<file path="src/hdl/sla_pkg.sv">
`default_nettype none
package sla_pkg;

  typedef enum logic [2:0] {
    OP_TICK   = 3'd0,
    OP_SET    = 3'd1,
    OP_FLASH  = 3'd2,
    OP_CMD    = 3'd3,
    OP_COLOUR = 3'd4,
    OP_PULSE  = 3'd5,
    OP_STOP   = 3'd6,
    OP_OFF    = 3'd7
  } op_t;

  typedef enum logic [1:0] {
    MODE_NONE  = 2'd0,
    MODE_FLASH = 2'd1,
    MODE_BLINK = 2'd2,
    MODE_PULSE = 2'd3
  } mode_t;

  // status codes
  localparam logic [3:0] ST_INIT     = 4'd0;
  localparam logic [3:0] ST_READY    = 4'd1;
  localparam logic [3:0] ST_MOVING   = 4'd2;
  localparam logic [3:0] ST_IDLE     = 4'd3;
  localparam logic [3:0] ST_COMMAND  = 4'd4;
  localparam logic [3:0] ST_DRV_OFF  = 4'd5;
  localparam logic [3:0] ST_WARNING  = 4'd6;
  localparam logic [3:0] ST_ERROR    = 4'd7;
  localparam logic [3:0] ST_STALL    = 4'd8;
  localparam logic [3:0] ST_REBOOT   = 4'd9;

  // driver types and accel profiles
  localparam logic [1:0] DRV_GREEN = 2'd0;
  localparam logic [1:0] DRV_CYAN  = 2'd1;
  localparam logic [1:0] DRV_BLUE  = 2'd2;
  localparam logic [1:0] PROF_TRAP  = 2'd1;
  localparam logic [1:0] PROF_SCURV = 2'd2;

  // config register indexes
  localparam logic [1:0] REG_BRIGHTNESS = 2'd0;
  localparam logic [1:0] REG_DRIVER     = 2'd1;
  localparam logic [1:0] REG_PROFILE    = 2'd2;

  localparam logic [15:0] IV_MOVING  = 16'd80;
  localparam logic [15:0] IV_STALL   = 16'd100;
  localparam logic [15:0] IV_WARNING = 16'd500;
  localparam logic [15:0] IV_DEFAULT = 16'd150;
  localparam logic [15:0] PULSE_MS   = 16'd50;
  localparam logic [15:0] CMD_FLASH_MS = 16'd100;
  localparam logic [7:0]  PULSE_STEP = 8'd5;
  localparam logic [7:0]  PULSE_MAX  = 8'd100;
  localparam logic [7:0]  PULSE_MIN  = 8'd10;
  localparam logic [6:0]  PULSE_START = 7'd50;
  localparam logic [8:0]  TINT       = 9'd50;
  // floor(p/100) == (p*5243)>>19 for p <= 25500
  localparam logic [27:0] RECIP_100  = 28'd5243;

  typedef struct packed {
    logic [7:0] r;
    logic [7:0] g;
    logic [7:0] b;
  } rgb_t;

  typedef struct packed {
    op_t         op;
    logic [3:0]  status;
    rgb_t        colour;
    logic [15:0] duration_ms;
  } item_t;

  typedef struct packed {
    rgb_t colour;
    logic last;
  } res_t;

  typedef struct packed {
    logic [1:0] cnt;  // 0, 1 or 2 results this cycle
    res_t       a;
    res_t       b;
  } push_t;

  localparam rgb_t BLACK = '{r: 8'd0, g: 8'd0, b: 8'd0};

  // floor(x/5) for x < 1024
  function automatic logic [7:0] div5(input logic [9:0] x);
    logic [17:0] p;
    p = 18'(x) * 18'd205;
    return p[17:10];
  endfunction

  // floor(x/3) for 8-bit x
  function automatic logic [7:0] div3(input logic [7:0] x);
    logic [15:0] p;
    p = 16'(x) * 16'd171;
    return {1'b0, p[15:9]};
  endfunction

  function automatic logic [7:0] add_tint(input logic [7:0] x);
    logic [8:0] s;
    s = {1'b0, x} + TINT;
    return s[8] ? 8'hFF : s[7:0];
  endfunction

  function automatic rgb_t driver_colour(input logic [7:0] v, input logic [1:0] drv,
                                         input logic [1:0] prof);
    rgb_t c;
    case (drv)
      DRV_GREEN: c = '{r: 8'd0, g: v, b: 8'd0};
      DRV_CYAN:  c = '{r: 8'd0, g: v, b: div5({v, 2'b00})};
      DRV_BLUE:  c = '{r: 8'd0, g: div5({1'b0, v, 1'b0}), b: v};
      default:   c = '{r: v, g: v, b: v};
    endcase
    if (prof == PROF_TRAP) begin
      c.r = add_tint(c.r);
    end else if (prof == PROF_SCURV) begin
      c.b = add_tint(c.b);
    end
    return c;
  endfunction

  function automatic rgb_t status_colour(input logic [3:0] s, input logic [7:0] v,
                                         input logic [1:0] drv, input logic [1:0] prof);
    rgb_t c;
    case (s)
      ST_INIT:                       c = '{r: 8'd0, g: 8'd0, b: v};
      ST_READY, ST_MOVING, ST_IDLE:  c = driver_colour(v, drv, prof);
      ST_COMMAND, ST_WARNING:        c = '{r: v, g: {1'b0, v[7:1]}, b: 8'd0};
      ST_DRV_OFF, ST_REBOOT:         c = BLACK;
      ST_ERROR, ST_STALL:            c = '{r: v, g: 8'd0, b: 8'd0};
      default:                       c = '{r: v, g: v, b: v};
    endcase
    return c;
  endfunction

  function automatic logic [15:0] blink_interval(input logic [3:0] s);
    logic [15:0] iv;
    case (s)
      ST_MOVING:  iv = IV_MOVING;
      ST_STALL:   iv = IV_STALL;
      ST_WARNING: iv = IV_WARNING;
      default:    iv = IV_DEFAULT;
    endcase
    return iv;
  endfunction

endpackage
`default_nettype wire

</file>
<file path="src/hdl/sla_front.sv">
`default_nettype none
module sla_front (
  input  wire logic          clk,
  input  wire logic          rst,
  input  wire logic          s_axis_tvalid,
  output logic               s_axis_tready,
  input  wire logic [47:0]   s_axis_tdata,
  input  wire logic [2:0]    s_axis_tuser,
  output logic               item_valid,
  output sla_pkg::item_t     item,
  input  wire logic          item_take
);
  import sla_pkg::*;

  // two-entry item queue
  item_t      q [2];
  logic       wp;
  logic       rp;
  logic [1:0] cnt;
  logic       accept;
  item_t      decoded;

  always_comb begin
    decoded.op          = op_t'(s_axis_tuser);
    decoded.status      = s_axis_tdata[3:0];
    decoded.colour.r    = s_axis_tdata[11:4];
    decoded.colour.g    = s_axis_tdata[19:12];
    decoded.colour.b    = s_axis_tdata[27:20];
    decoded.duration_ms = s_axis_tdata[43:28];
  end

  assign s_axis_tready = (cnt != 2'd2);
  assign accept        = s_axis_tvalid && s_axis_tready;
  assign item_valid    = (cnt != 2'd0);
  assign item          = q[rp];

  always_ff @(posedge clk) begin
    if (accept) begin
      q[wp] <= decoded;
    end
  end

  always_ff @(posedge clk) begin
    if (rst) begin
      wp  <= 1'b0;
      rp  <= 1'b0;
      cnt <= 2'd0;
    end else begin
      if (accept) begin
        wp <= ~wp;
      end
      if (item_take) begin
        rp <= ~rp;
      end
      cnt <= cnt + {1'b0, accept} - {1'b0, item_take};
    end
  end

endmodule
`default_nettype wire

</file>
<file path="src/hdl/sla_back.sv">
`default_nettype none
module sla_back (
  input  wire logic          clk,
  input  wire logic          rst,
  input  wire logic [7:0]    brightness,
  input  wire logic [1:0]    driver_type,
  input  wire logic [1:0]    accel_profile,
  input  wire logic          item_valid,
  input  wire sla_pkg::item_t item,
  output logic               item_take,
  input  wire logic          room2,
  output sla_pkg::push_t     push
);
  import sla_pkg::*;

  typedef enum logic [3:0] {
    S_EXEC = 4'b0001,
    S_MUL  = 4'b0010,
    S_DIV  = 4'b0100,
    S_SHOW = 4'b1000
  } state_t;

  state_t      state, state_next;
  logic [3:0]  cur_status, cur_status_next;
  rgb_t        base, base_next;
  rgb_t        shown;
  mode_t       mode, mode_next;
  logic [15:0] flash_rem, flash_rem_next;
  logic [15:0] ms, ms_next;
  logic        blink_on, blink_on_next;
  logic [6:0]  plevel, plevel_next;
  logic        prising, prising_next;
  logic [3:0]  q_status, q_status_next;
  logic        q_valid, q_valid_next;

  logic [14:0] prod_r, prod_g, prod_b;
  rgb_t        scaled;

  logic        c1_en, c2_en;
  rgb_t        c1, c2;
  logic        pulse_go;
  logic        emit;
  logic        e1, e2;
  rgb_t        s1, shown_final;

  // scratch for the exec step
  logic [15:0] ms_inc;
  logic [15:0] fr;
  logic        ss_do;
  logic [3:0]  ss_s;
  rgb_t        sc;
  logic [7:0]  lv;
  logic [27:0] qr, qg, qb;

  assign ms_inc = (ms == 16'hFFFF) ? ms : ms + 16'd1;

  always_comb begin
    cur_status_next = cur_status;
    base_next       = base;
    mode_next       = mode;
    flash_rem_next  = flash_rem;
    ms_next         = ms;
    blink_on_next   = blink_on;
    plevel_next     = plevel;
    prising_next    = prising;
    q_status_next   = q_status;
    q_valid_next    = q_valid;
    c1_en    = 1'b0;
    c1       = BLACK;
    c2_en    = 1'b0;
    c2       = base;
    pulse_go = 1'b0;
    ss_do    = 1'b0;
    ss_s     = item.status;
    fr       = 16'd0;
    sc       = BLACK;
    lv       = 8'd0;
    case (item.op)
      OP_TICK: begin
        ms_next = ms_inc;
        case (mode)
          MODE_FLASH: begin
            fr = (flash_rem != 16'd0) ? flash_rem - 16'd1 : 16'd0;
            flash_rem_next = fr;
            if (fr == 16'd0) begin
              mode_next = MODE_NONE;
              if (q_valid) begin
                q_valid_next = 1'b0;
                ss_do = 1'b1;
                ss_s  = q_status;
              end else begin
                sc = status_colour(cur_status, brightness, driver_type, accel_profile);
                base_next = sc;
                c2_en = 1'b1;
                c2    = sc;
              end
            end
          end
          MODE_BLINK: begin
            blink_on_next = blink_on;
            if (ms_inc >= blink_interval(cur_status)) begin
              blink_on_next = ~blink_on;
              ms_next = 16'd0;
            end
            c2_en = 1'b1;
            c2    = blink_on_next ? base : BLACK;
          end
          MODE_PULSE: begin
            if (ms_inc >= PULSE_MS) begin
              lv = prising ? {1'b0, plevel} + PULSE_STEP
                 : (({1'b0, plevel} >= PULSE_STEP) ? {1'b0, plevel} - PULSE_STEP : 8'd0);
              if (lv >= PULSE_MAX) begin
                lv = PULSE_MAX;
                prising_next = 1'b0;
              end else if (lv <= PULSE_MIN) begin
                lv = PULSE_MIN;
                prising_next = 1'b1;
              end
              plevel_next = lv[6:0];
              ms_next  = 16'd0;
              pulse_go = 1'b1;
            end
          end
          default: begin
            c2_en = 1'b1;
            c2    = base;
          end
        endcase
      end
      OP_SET: begin
        ss_do = 1'b1;
      end
      OP_FLASH: begin
        flash_rem_next = item.duration_ms;
        mode_next = MODE_FLASH;
        c2_en = 1'b1;
        c2    = item.colour;
      end
      OP_CMD: begin
        flash_rem_next = CMD_FLASH_MS;
        mode_next = MODE_FLASH;
        c2_en = 1'b1;
        c2    = '{r: brightness, g: div3(brightness), b: 8'd0};
      end
      OP_COLOUR: begin
        base_next = item.colour;
        mode_next = MODE_NONE;
        c2_en = 1'b1;
        c2    = item.colour;
      end
      OP_PULSE: begin
        mode_next    = MODE_PULSE;
        plevel_next  = PULSE_START;
        prising_next = 1'b1;
        ms_next      = 16'd0;
      end
      OP_STOP: begin
        mode_next = MODE_NONE;
        c2_en = 1'b1;
        c2    = base;
      end
      default: begin
        mode_next = MODE_NONE;
        c2_en = 1'b1;
        c2    = BLACK;
      end
    endcase

    // set status: queued while a flash runs
    if (ss_do) begin
      if (mode_next == MODE_FLASH) begin
        q_status_next = ss_s;
        q_valid_next  = 1'b1;
      end else begin
        sc = status_colour(ss_s, brightness, driver_type, accel_profile);
        cur_status_next = ss_s;
        base_next = sc;
        if (ss_s == ST_MOVING || ss_s == ST_WARNING || ss_s == ST_STALL) begin
          mode_next     = MODE_BLINK;
          blink_on_next = 1'b0;
          ms_next       = 16'd0;
          c1_en = 1'b1;
          c1    = BLACK;
        end else if (ss_s == ST_IDLE) begin
          mode_next    = MODE_PULSE;
          plevel_next  = PULSE_START;
          prising_next = 1'b1;
          ms_next      = 16'd0;
        end else begin
          mode_next = MODE_NONE;
        end
        c2_en = 1'b1;
        c2    = sc;
      end
    end

    // pulse output is shown from the scaled colour
    if (state == S_SHOW) begin
      c1_en = 1'b0;
      c2_en = 1'b1;
      c2    = scaled;
    end
  end

  // write-on-change filter over up to two candidate colours
  always_comb begin
    e1 = c1_en && (c1 != shown);
    s1 = e1 ? c1 : shown;
    e2 = c2_en && (c2 != s1);
    shown_final = e2 ? c2 : s1;
    push.cnt = {1'b0, e1} + {1'b0, e2};
    push.a.colour = e1 ? c1 : c2;
    push.a.last   = e1 ? !e2 : 1'b1;
    push.b.colour = c2;
    push.b.last   = 1'b1;
    if (!emit) begin
      push.cnt = 2'd0;
    end
  end

  // a pulse step keeps its item at the queue head until the scaled colour is out
  assign item_take = ((state == S_EXEC) && item_valid && room2 && !pulse_go) ||
                     ((state == S_SHOW) && room2);
  assign emit      = item_take || ((state == S_SHOW) && room2);

  always_comb begin
    state_next = state;
    case (state)
      S_EXEC: begin
        if (item_valid && room2 && pulse_go) begin
          state_next = S_MUL;
        end
      end
      S_MUL:  state_next = S_DIV;
      S_DIV:  state_next = S_SHOW;
      S_SHOW: begin
        if (room2) begin
          state_next = S_EXEC;
        end
      end
      default: state_next = S_EXEC;
    endcase
  end

  // pulse scaling datapath: product, then reciprocal of 100
  assign qr = 28'(prod_r) * RECIP_100;
  assign qg = 28'(prod_g) * RECIP_100;
  assign qb = 28'(prod_b) * RECIP_100;

  always_ff @(posedge clk) begin
    if (state == S_MUL) begin
      prod_r <= 15'(base.r) * 15'(plevel);
      prod_g <= 15'(base.g) * 15'(plevel);
      prod_b <= 15'(base.b) * 15'(plevel);
    end
    if (state == S_DIV) begin
      scaled <= '{r: qr[26:19], g: qg[26:19], b: qb[26:19]};
    end
  end

  always_ff @(posedge clk) begin
    if (rst) begin
      state      <= S_EXEC;
      cur_status <= ST_INIT;
      base       <= '{r: 8'd0, g: 8'd0, b: 8'd50};
      shown      <= BLACK;
      mode       <= MODE_NONE;
      flash_rem  <= 16'd0;
      ms         <= 16'd0;
      blink_on   <= 1'b0;
      plevel     <= PULSE_START;
      prising    <= 1'b1;
      q_status   <= ST_READY;
      q_valid    <= 1'b0;
    end else begin
      state <= state_next;
      if (emit) begin
        shown <= shown_final;
      end
      // state update happens when the item is executed, pulse step included
      if ((state == S_EXEC) && item_valid && room2) begin
        cur_status <= cur_status_next;
        base       <= base_next;
        mode       <= mode_next;
        flash_rem  <= flash_rem_next;
        ms         <= ms_next;
        blink_on   <= blink_on_next;
        plevel     <= plevel_next;
        prising    <= prising_next;
        q_status   <= q_status_next;
        q_valid    <= q_valid_next;
      end
    end
  end

endmodule
`default_nettype wire

</file>
<file path="src/hdl/sla_outq.sv">
`default_nettype none
module sla_outq (
  input  wire logic          clk,
  input  wire logic          rst,
  input  wire sla_pkg::push_t push,
  output logic               room2,
  output logic               m_axis_tvalid,
  input  wire logic          m_axis_tready,
  output logic [23:0]        m_axis_tdata,
  output logic               m_axis_tlast
);
  import sla_pkg::*;

  // four-entry result queue, takes up to two results a cycle
  res_t       mem [4];
  logic [1:0] wp;
  logic [1:0] rp;
  logic [2:0] cnt;
  logic       pop;
  res_t       head;

  assign room2         = (cnt <= 3'd2);
  assign m_axis_tvalid = (cnt != 3'd0);
  assign pop           = m_axis_tvalid && m_axis_tready;
  assign head          = mem[rp];
  assign m_axis_tdata  = {head.colour.b, head.colour.g, head.colour.r};
  assign m_axis_tlast  = head.last;

  always_ff @(posedge clk) begin
    if (push.cnt != 2'd0) begin
      mem[wp] <= push.a;
    end
    if (push.cnt == 2'd2) begin
      mem[wp + 2'd1] <= push.b;
    end
  end

  always_ff @(posedge clk) begin
    if (rst) begin
      wp  <= 2'd0;
      rp  <= 2'd0;
      cnt <= 3'd0;
    end else begin
      wp  <= wp + push.cnt;
      if (pop) begin
        rp <= rp + 2'd1;
      end
      cnt <= cnt + {1'b0, push.cnt} - {2'b00, pop};
    end
  end

endmodule
`default_nettype wire

</file>
<file path="src/hdl/status_led_animator.sv">
`default_nettype none
// Channel   Dir  Handshake                     Payload
// s_axis    in   s_axis_tvalid/s_axis_tready   tuser: operation; tdata: status..duration_ms
// m_axis    out  m_axis_tvalid/m_axis_tready   tdata: red, green, blue; tlast: last_write
// cfg       in   cfg_we (no wait)              cfg_index, cfg_wdata
//
// Cycles: the front takes an item every cycle while its 2-entry queue has room.
// The back executes one item per cycle while the result queue has room; a pulse step
// (tick that moves the pulse level) holds its item for multiply and reciprocal-of-100 stages.
// Back executes only with two free slots in the 4-entry result queue, so a stall
// on m_axis backs up through the result queue, then the item queue.
// Reset: synchronous; no clearing pass.
module status_led_animator (
  input  wire logic        clk,
  input  wire logic        rst,
  input  wire logic        s_axis_tvalid,
  output logic             s_axis_tready,
  // [3:0] status, [11:4] red_in, [19:12] green_in, [27:20] blue_in,
  // [43:28] duration_ms, [47:44] zero
  input  wire logic [47:0] s_axis_tdata,
  // [2:0] operation
  input  wire logic [2:0]  s_axis_tuser,
  output logic             m_axis_tvalid,
  input  wire logic        m_axis_tready,
  // [7:0] red_out, [15:8] green_out, [23:16] blue_out
  output logic [23:0]      m_axis_tdata,
  output logic             m_axis_tlast,
  input  wire logic        cfg_we,
  input  wire logic [1:0]  cfg_index,
  input  wire logic [7:0]  cfg_wdata
);
  import sla_pkg::*;

  logic [7:0] brightness;
  logic [1:0] driver_type;
  logic [1:0] accel_profile;

  logic  item_valid;
  item_t item;
  logic  item_take;
  logic  room2;
  push_t push;

  // config registers; writes to an unused index are dropped
  always_ff @(posedge clk) begin
    if (rst) begin
      brightness    <= 8'd50;
      driver_type   <= 2'd3;
      accel_profile <= 2'd0;
    end else if (cfg_we) begin
      case (cfg_index)
        REG_BRIGHTNESS: brightness    <= cfg_wdata;
        REG_DRIVER:     driver_type   <= cfg_wdata[1:0];
        REG_PROFILE:    accel_profile <= cfg_wdata[1:0];
        default:        ;
      endcase
    end
  end

  sla_front u_front (
    .clk           (clk),
    .rst           (rst),
    .s_axis_tvalid (s_axis_tvalid),
    .s_axis_tready (s_axis_tready),
    .s_axis_tdata  (s_axis_tdata),
    .s_axis_tuser  (s_axis_tuser),
    .item_valid    (item_valid),
    .item          (item),
    .item_take     (item_take)
  );

  sla_back u_back (
    .clk           (clk),
    .rst           (rst),
    .brightness    (brightness),
    .driver_type   (driver_type),
    .accel_profile (accel_profile),
    .item_valid    (item_valid),
    .item          (item),
    .item_take     (item_take),
    .room2         (room2),
    .push          (push)
  );

  sla_outq u_outq (
    .clk           (clk),
    .rst           (rst),
    .push          (push),
    .room2         (room2),
    .m_axis_tvalid (m_axis_tvalid),
    .m_axis_tready (m_axis_tready),
    .m_axis_tdata  (m_axis_tdata),
    .m_axis_tlast  (m_axis_tlast)
  );

  // back never dequeues from an empty item queue
  a_take_valid: assert property (@(posedge clk) disable iff (rst)
    item_take |-> item_valid)
    else $error("item taken from empty queue");

  // results are pushed only when the result queue has room for two
  a_push_room: assert property (@(posedge clk) disable iff (rst)
    (push.cnt != 2'd0) |-> room2)
    else $error("result push without room");

  // a pair of results ends on the second one
  a_pair_last: assert property (@(posedge clk) disable iff (rst)
    (push.cnt == 2'd2) |-> (!push.a.last && push.b.last))
    else $error("bad last marking on result pair");

  // result channel is empty right after reset
  a_reset_empty: assert property (@(posedge clk)
    $past(rst) |-> !m_axis_tvalid)
    else $error("result valid after reset");

endmodule
`default_nettype wire
</file>
<file path="config.mk">
export PLATFORM = sky130hd
export DESIGN_NAME = status_led_animator
export DESIGN_NICKNAME = d
export VERILOG_FILES = /design/src/hdl/sla_pkg.sv /design/src/hdl/sla_front.sv /design/src/hdl/sla_back.sv /design/src/hdl/sla_outq.sv /design/src/hdl/status_led_animator.sv
export SDC_FILE = /design/constraint.sdc
export NUM_CORES = 2
export LEC_CHECK = 0
export ABC_AREA = 1
export BUFFER_PORTS_ARGS = -buffer_cell sky130_fd_sc_hd__buf_2
export CORE_UTILIZATION = 50
export CTS_BUF_LIST = sky130_fd_sc_hd__clkbuf_8
export DETAILED_ROUTE_END_ITERATION = 8
export PLACE_DENSITY_LB_ADDON = 0.1
export SLEW_MARGIN = 20
export SYNTH_ARGS = -nofsm -noshare
export SYNTH_HDL_FRONTEND = slang
export SYNTH_SLANG_ARGS = --single-unit
</file>
<file path="constraint.sdc">
create_clock -name clk -period 6.7 [get_ports clk]
set_input_delay 1.005 -clock clk [delete_from_list [all_inputs] [get_ports clk]]
set_output_delay 1.005 -clock clk [all_outputs]
set_load 0.005 [all_outputs]
</file>
# After elaboration in Yosys (flattened, before gate mapping)
# Memory sizes are Yosys's and may differ from the RTL's. A register that Yosys moved wholly into a read port is not among the register bits.
# Index checks and enable logic that the tools add are counted.
classes:
  bitwise_logic: 4
  reduce_logical: 47
  order_cmp: 6
  eq_ne: 45
  n_addsub: 16
  muxes: 128
  n_mul: 9
op_table:
  columns: ["cell", "count"]
  rows:
  - ["24-bit 2-to-1 mux", 20]
  - ["24-bit one-hot mux with 5 select lines", 2]
  - ["16-bit 2-to-1 mux", 11]
  - ["8-bit 2-to-1 mux", 12]
  - ["24-bit one-hot mux with 2 select lines", 2]
  - ["24-bit one-hot mux with 4 select lines", 1]
  - ["15-bit by 13-bit multiplier with 27-bit output (second input constant)", 3]
  - ["24-bit one-hot mux with 3 select lines", 1]
  - ["16-bit one-hot mux with 2 select lines", 2]
  - ["7-bit 2-to-1 mux", 8]
  - ["8-bit by 8-bit multiplier with 16-bit output (second input constant)", 3]
  - ["16-bit one-hot mux with 3 select lines", 1]
  - ["8-bit by 7-bit multiplier with 15-bit output", 3]
  - ["1-bit 2-to-1 mux", 45]
  - ["8-bit by 6-bit adder with 9-bit output (second input constant)", 4]
  - ["4-bit by 3-bit equality test with 1-bit output (second input constant)", 9]
  - ["9-bit one-hot mux with 3 select lines", 1]
  - ["4-bit 2-to-1 mux", 6]
  - ["24-bit != test", 1]
  - ["24-bit nonzero test", 1]
  - ["4-bit by 2-bit equality test with 1-bit output (second input constant)", 5]
  - ["4-bit equality test (second input constant)", 5]
  - ["2-bit 2-to-1 mux", 9]
  - ["2-bit OR reduction", 9]
  - ["other kinds (44)", 91]
totals:
  ram_bits: 194
  reg_bits: 196
  wordCells: 288
  out_inout_bits: 27
  memories: 2
memory_table:
  columns: ["name", "depth", "width", "rd", "rd_ports_with_merged_regs", "wr", "line_no", "text"]
  rows:
  - ["u_outq.mem", 4, 25, 1, 1, 2, "sla_outq.sv:15", "res_t mem [4];"]
  - ["u_front.q", 2, 47, 1, 1, 1, "sla_front.sv:16", "item_t q [2];"]

# Depth between registers and ports, before layout
depth:
  depth_word: 26
  ltp_mapped: 52
  ltp_nobuf: 49

# Hierarchy
# From an unflattened synthesis, not the netlist that was laid out.
unflattened:
  hier_cells: 5164
  area_unflattened_um2: 41320.9
by_module_without_submodules:
  columns: ["module", "instances", "area_per_inst_um2", "seq_area_each_um2", "cells_each"]
  rows:
  - ["sla_back", 1, 31669.1, 4154.0, 4358]
  - ["sla_outq", 1, 5370.2, 3183.1, 555]
  - ["sla_front", 1, 3739.8, 2922.8, 178]
  - ["status_led_animator", 1, 541.8, 240.2, 73]

# Worst setup path before layout
# No wires, ideal clock.
synth_timing:
  kind: "register to register"
  startpoint: "register brightness[2]"
  endpoint: "memory u_outq.mem[0][9] (netlist name) (data pin)"
  path_stages_with_launch: 48
  period_less_slack_ns: 6.796
  n_path_buf: 3
  arrival_ns: 6.529
  setup_slack_ns: -0.096
  path_cell_list: "dfxtp_1 -> ha_1 -> xor2_1 -> ha_1 -> inv_1 -> fa_1 -> fa_1 -> inv_1 -> ha_1 -> a21oi_1 -> nor2_1 -> nor2_1 -> nand2_1 -> nand2_1 -> nand3_1 -> nand2_1 -> nand3_1 -> nand3_1 -> [12 not listed] -> nand2_1 -> nand2_1 -> nand2_1 -> inv_1 -> nand2_1 -> nor2_1 -> nand4_1 -> buf_4 -> buf_6 -> and2_1 -> ha_1 -> inv_1 -> nor2_1 -> nor2_1 -> nor3_1 -> a21oi_1 -> clkbuf_1 -> nor2_1"
synth_rtl:
  columns: ["item", "line_no", "text"]
  rows:
  - ["start, declared", "status_led_animator.sv:34", "logic [7:0] brightness;"]
  - ["start signal, assigned", "status_led_animator.sv:52", "REG_BRIGHTNESS: brightness <= cfg_wdata;"]
  - ["end, declared", "sla_outq.sv:15", null]

==> results.yml <==
run_status:
  status: "finished, violations left"
  violations: "setup timing"
hold_path:
  hold_class: "register to register"
critical_path:
  end_kind: "register"
  crit-reg2reg-launch: "brightness[1]"
  path_class: "register to register"
  r2r_slack_ns: -0.20
  rr_worst_depth: 46
  r2r_end: "u_outq.mem[3][20]"
  crit_path_top_delay_cell: "fa_1"
  required_ns: 7.14
  cp_common_cell: "nand2_1"
  max_stage_delay_ns: 0.60
  critPathCapture: "u_outq.mem[3][20]"
  crit_fanout: 6
  start_kind: "register"
  arrival_ns: 7.33
  crit_start: "brightness[1]"
placement:
  hpwl_um: 82850
  place_inst: 6197
  placed_area_sq_um: 42710
  numPortBuffers: 88
  finalWeightedCongestion: 0.9493
cells_and_area:
  final_util_pct: 57.60
  multi_input_area_sq_um: 26130
  post_layout_nonfiller_instances: 6376
  synthToLayoutAreaGrowth_pct: 13.74
  regArea_sq_um: 10470
  final_area_sq_um: 45580
  drive_gt1_share_pct: 13.30
  final_nets: 6140
  mostFrequentLayoutCells: "1020 x nand2_1, 986 x inv_1, 484 x ha_1"
  nFillCells: 7421
  final_common_cell: "nand2_1"
sta:
  max_freq_mhz: 145.0
  worstMarginPinSlew_ns: 1.052
  rsz0062_at_grt: "true"
  setup_slack_ns: -0.1976
  period_needed_ns: 6.898
  skew_ns: 0.05659
  slew_headroom_pct: 29.42
  hold_viol: 0
  timing.final.crit_share_pct: 102.9
  finalSetupViolations: 153
  maxSlewViolCount: 0
  hold_ws_ns: 0.4607
cts:
  cts_htree_levels: 3
  cts_tree: "done"
  clkSinkCount: 393
  hold_buffers: 0
  clk_pin_slew_worst_paths_ns: 0.08
  clock_latency_ns: 0.70
  cts_root_buf: "clkbuf_8"
  cts_buffers: 72
  max-clock-path-buffers: 3
routing:
  ant_nets: 0
  wirelength_um: 112000
  vias_per_cell: 5.325
  drc: 0
  first_pass_iters: 7
  vias: 33950
  wl_per_cell_um: 17.57
  dr.first_iter.drc_count: 2661
yosys:
  yosys_warnings: 0
  syn_nets: 5915
  synth_top_area_cell: "edfxtp_1"
  syn_inst: 5041
  yosysUniqueCellTypes: 52
  yosysTopAreaCellShare_pct: 19.41
  syn_area_sq_um: 40070
  synth_edf_count: 259
  synthTopCellsByArea: "edfxtp_1 19%, fa_1 16%, ha_1 15%, nand2_1 9.9%, inv_1 9.1%"
  synthFlopType: "edfxtp_1"
  async_flop_share_pct: 0
  ys_seq_elements: 393
  synth-seq-area-share_pct: 26.10
  postSynthAreaPerCell_sq_um: 7.950
floorplan:
  boundaryPins: 93
  die_area_sq_um: 81280
  die-height_um: 285.1
  row_count: 103
  core_sq_um: 79130
  fp.dieW_um: 285.1
  start_util_pct: 50.64
global_route:
  antenna_found_initial: 1
  grt_pass1_wl_um: 177000
  grt_max_degree: 68
  grt_overflow: 0
  grt_pass1_vias: 33350
  grt_usage_pct: 27.56
pwr:
  power_density_nw_per_um2: 342.2
  vdd_drop_max_v: 0.0002489
  p_leak_nw: 22.90
run:
  cap_violations: 0
cell usage after synthesis, drive strengths merged, types with 41 or more instances:
library cell and count:
a21oi 246, buf 48, clkbuf 134, dfxtp 134, edfxtp 259, fa 313
ha 495, inv 989, nand2 1068, nand3 205, nand4 41, nor2 444
o21ai 240, o22ai 54, xor2 69
per-layer routing:
| layer | track usage (%) | part of all wire (%) | routed length (um) |
|---|---|---|---|
| met4 | 9.131 | 3.1 | 3497 |
| met1 | 36.91 | 44 | 48740 |
| met3 | 5.184 | 7.5 | 8376 |
| met2 | 44.82 | 46 | 51410 |
| met5 | 0 | 0 | 0 |
timing repair:
action                     CTS  global route
resized for setup           60           198
pin swaps                   14            73
buffers inserted             0            24
setup endpoints to repair  199           201
cloned                       7            14
per-stage QoR:
step / setup slack [ns] / TNS [ns] / total power, mW
finish: -0.1976 / -10.88 / 15.60
floorplan: -0.04090 / -2.272 / 9.713
global route: -0.4989 / -71.75 / 16.94
CTS: 0.005820 / 0 / 15.21
detailed placement: -0.3977 / -65.64 / 12.68
global placement: -0.3470 / -60.70 / 12.63
sequential cells by signal, summed over array words and instances (netlist names), 15 cells and up, named ones only:
name and flops:
u_back.prod_r 15, u_front.q 94, u_back.scaled 24, u_back.flash_rem 16
u_back.shown 24, u_outq.mem 100, u_back.ms 16, u_back.prod_b 15
u_back.base 24, u_back.prod_g 15
power breakdown:
group          switching (mW)  internal, mW
logic                    6.23          3.32
registers               0.505          3.18
clock network            1.13          1.23
how the worst min path moves through the flow:
| stage | start | to | slack, ns | depth (start not counted) |
|---|---|---|---|---|
| 3_3_place_gp | u_front.rp | register | 0.44 | 1 |
| 3_5_place_dp | u_front.rp | register | 0.45 | 1 |
| 4_1_cts | u_front.rp | register | 0.45 | 1 |
| 5_1_grt | s_axis_tdata[38] | u_front.q[1][10] | 0.48 | 1 |
| 6_report | u_front.rp | register | 0.46 | 1 |
| 2_1_floorplan | u_front.rp | register | 0.43 | 1 |
final cells by class:
class	instances	share of cell area, %
Multi-Input combinational cell	3482	57.32
Sequential cell	393	22.97
Inverter	996	8.213
Timing Repair Buffer	321	5.443
Tap cell	1050	2.882
Clock buffer	76	2.295
Clock inverter	57	0.8674
Antenna cell	1	0.005490
worst max-delay path: cells and delay by family, from the launching register on:
family | cells | cell delay (ns)
adders and majority gates | 6 | 2.08
DFF | 1 | 0.40
buffers and inverters | 8 | 0.88
xor gates and xnor gates | 1 | 0.14
AOI/OAI and AO/OA | 3 | 0.59
and+or+nand+nor | 28 | 2.58
logic make-up (layout without fill, tap and decap cells):
logic type      Yosys count  after routing  synth area share [%]
xor+xnor                 94             94                 2.054
flops                   393            393                 26.10
fa+ha+maj               808            808                 31.09
buf+inv                1178           1450                 11.18
mux                       9              9                0.2248
other cells               0              1                     0
simple gates           1870           1882                 19.36
compound gates          689            689                 9.982
No activity file was read; power rests on OpenSTA's default activity.
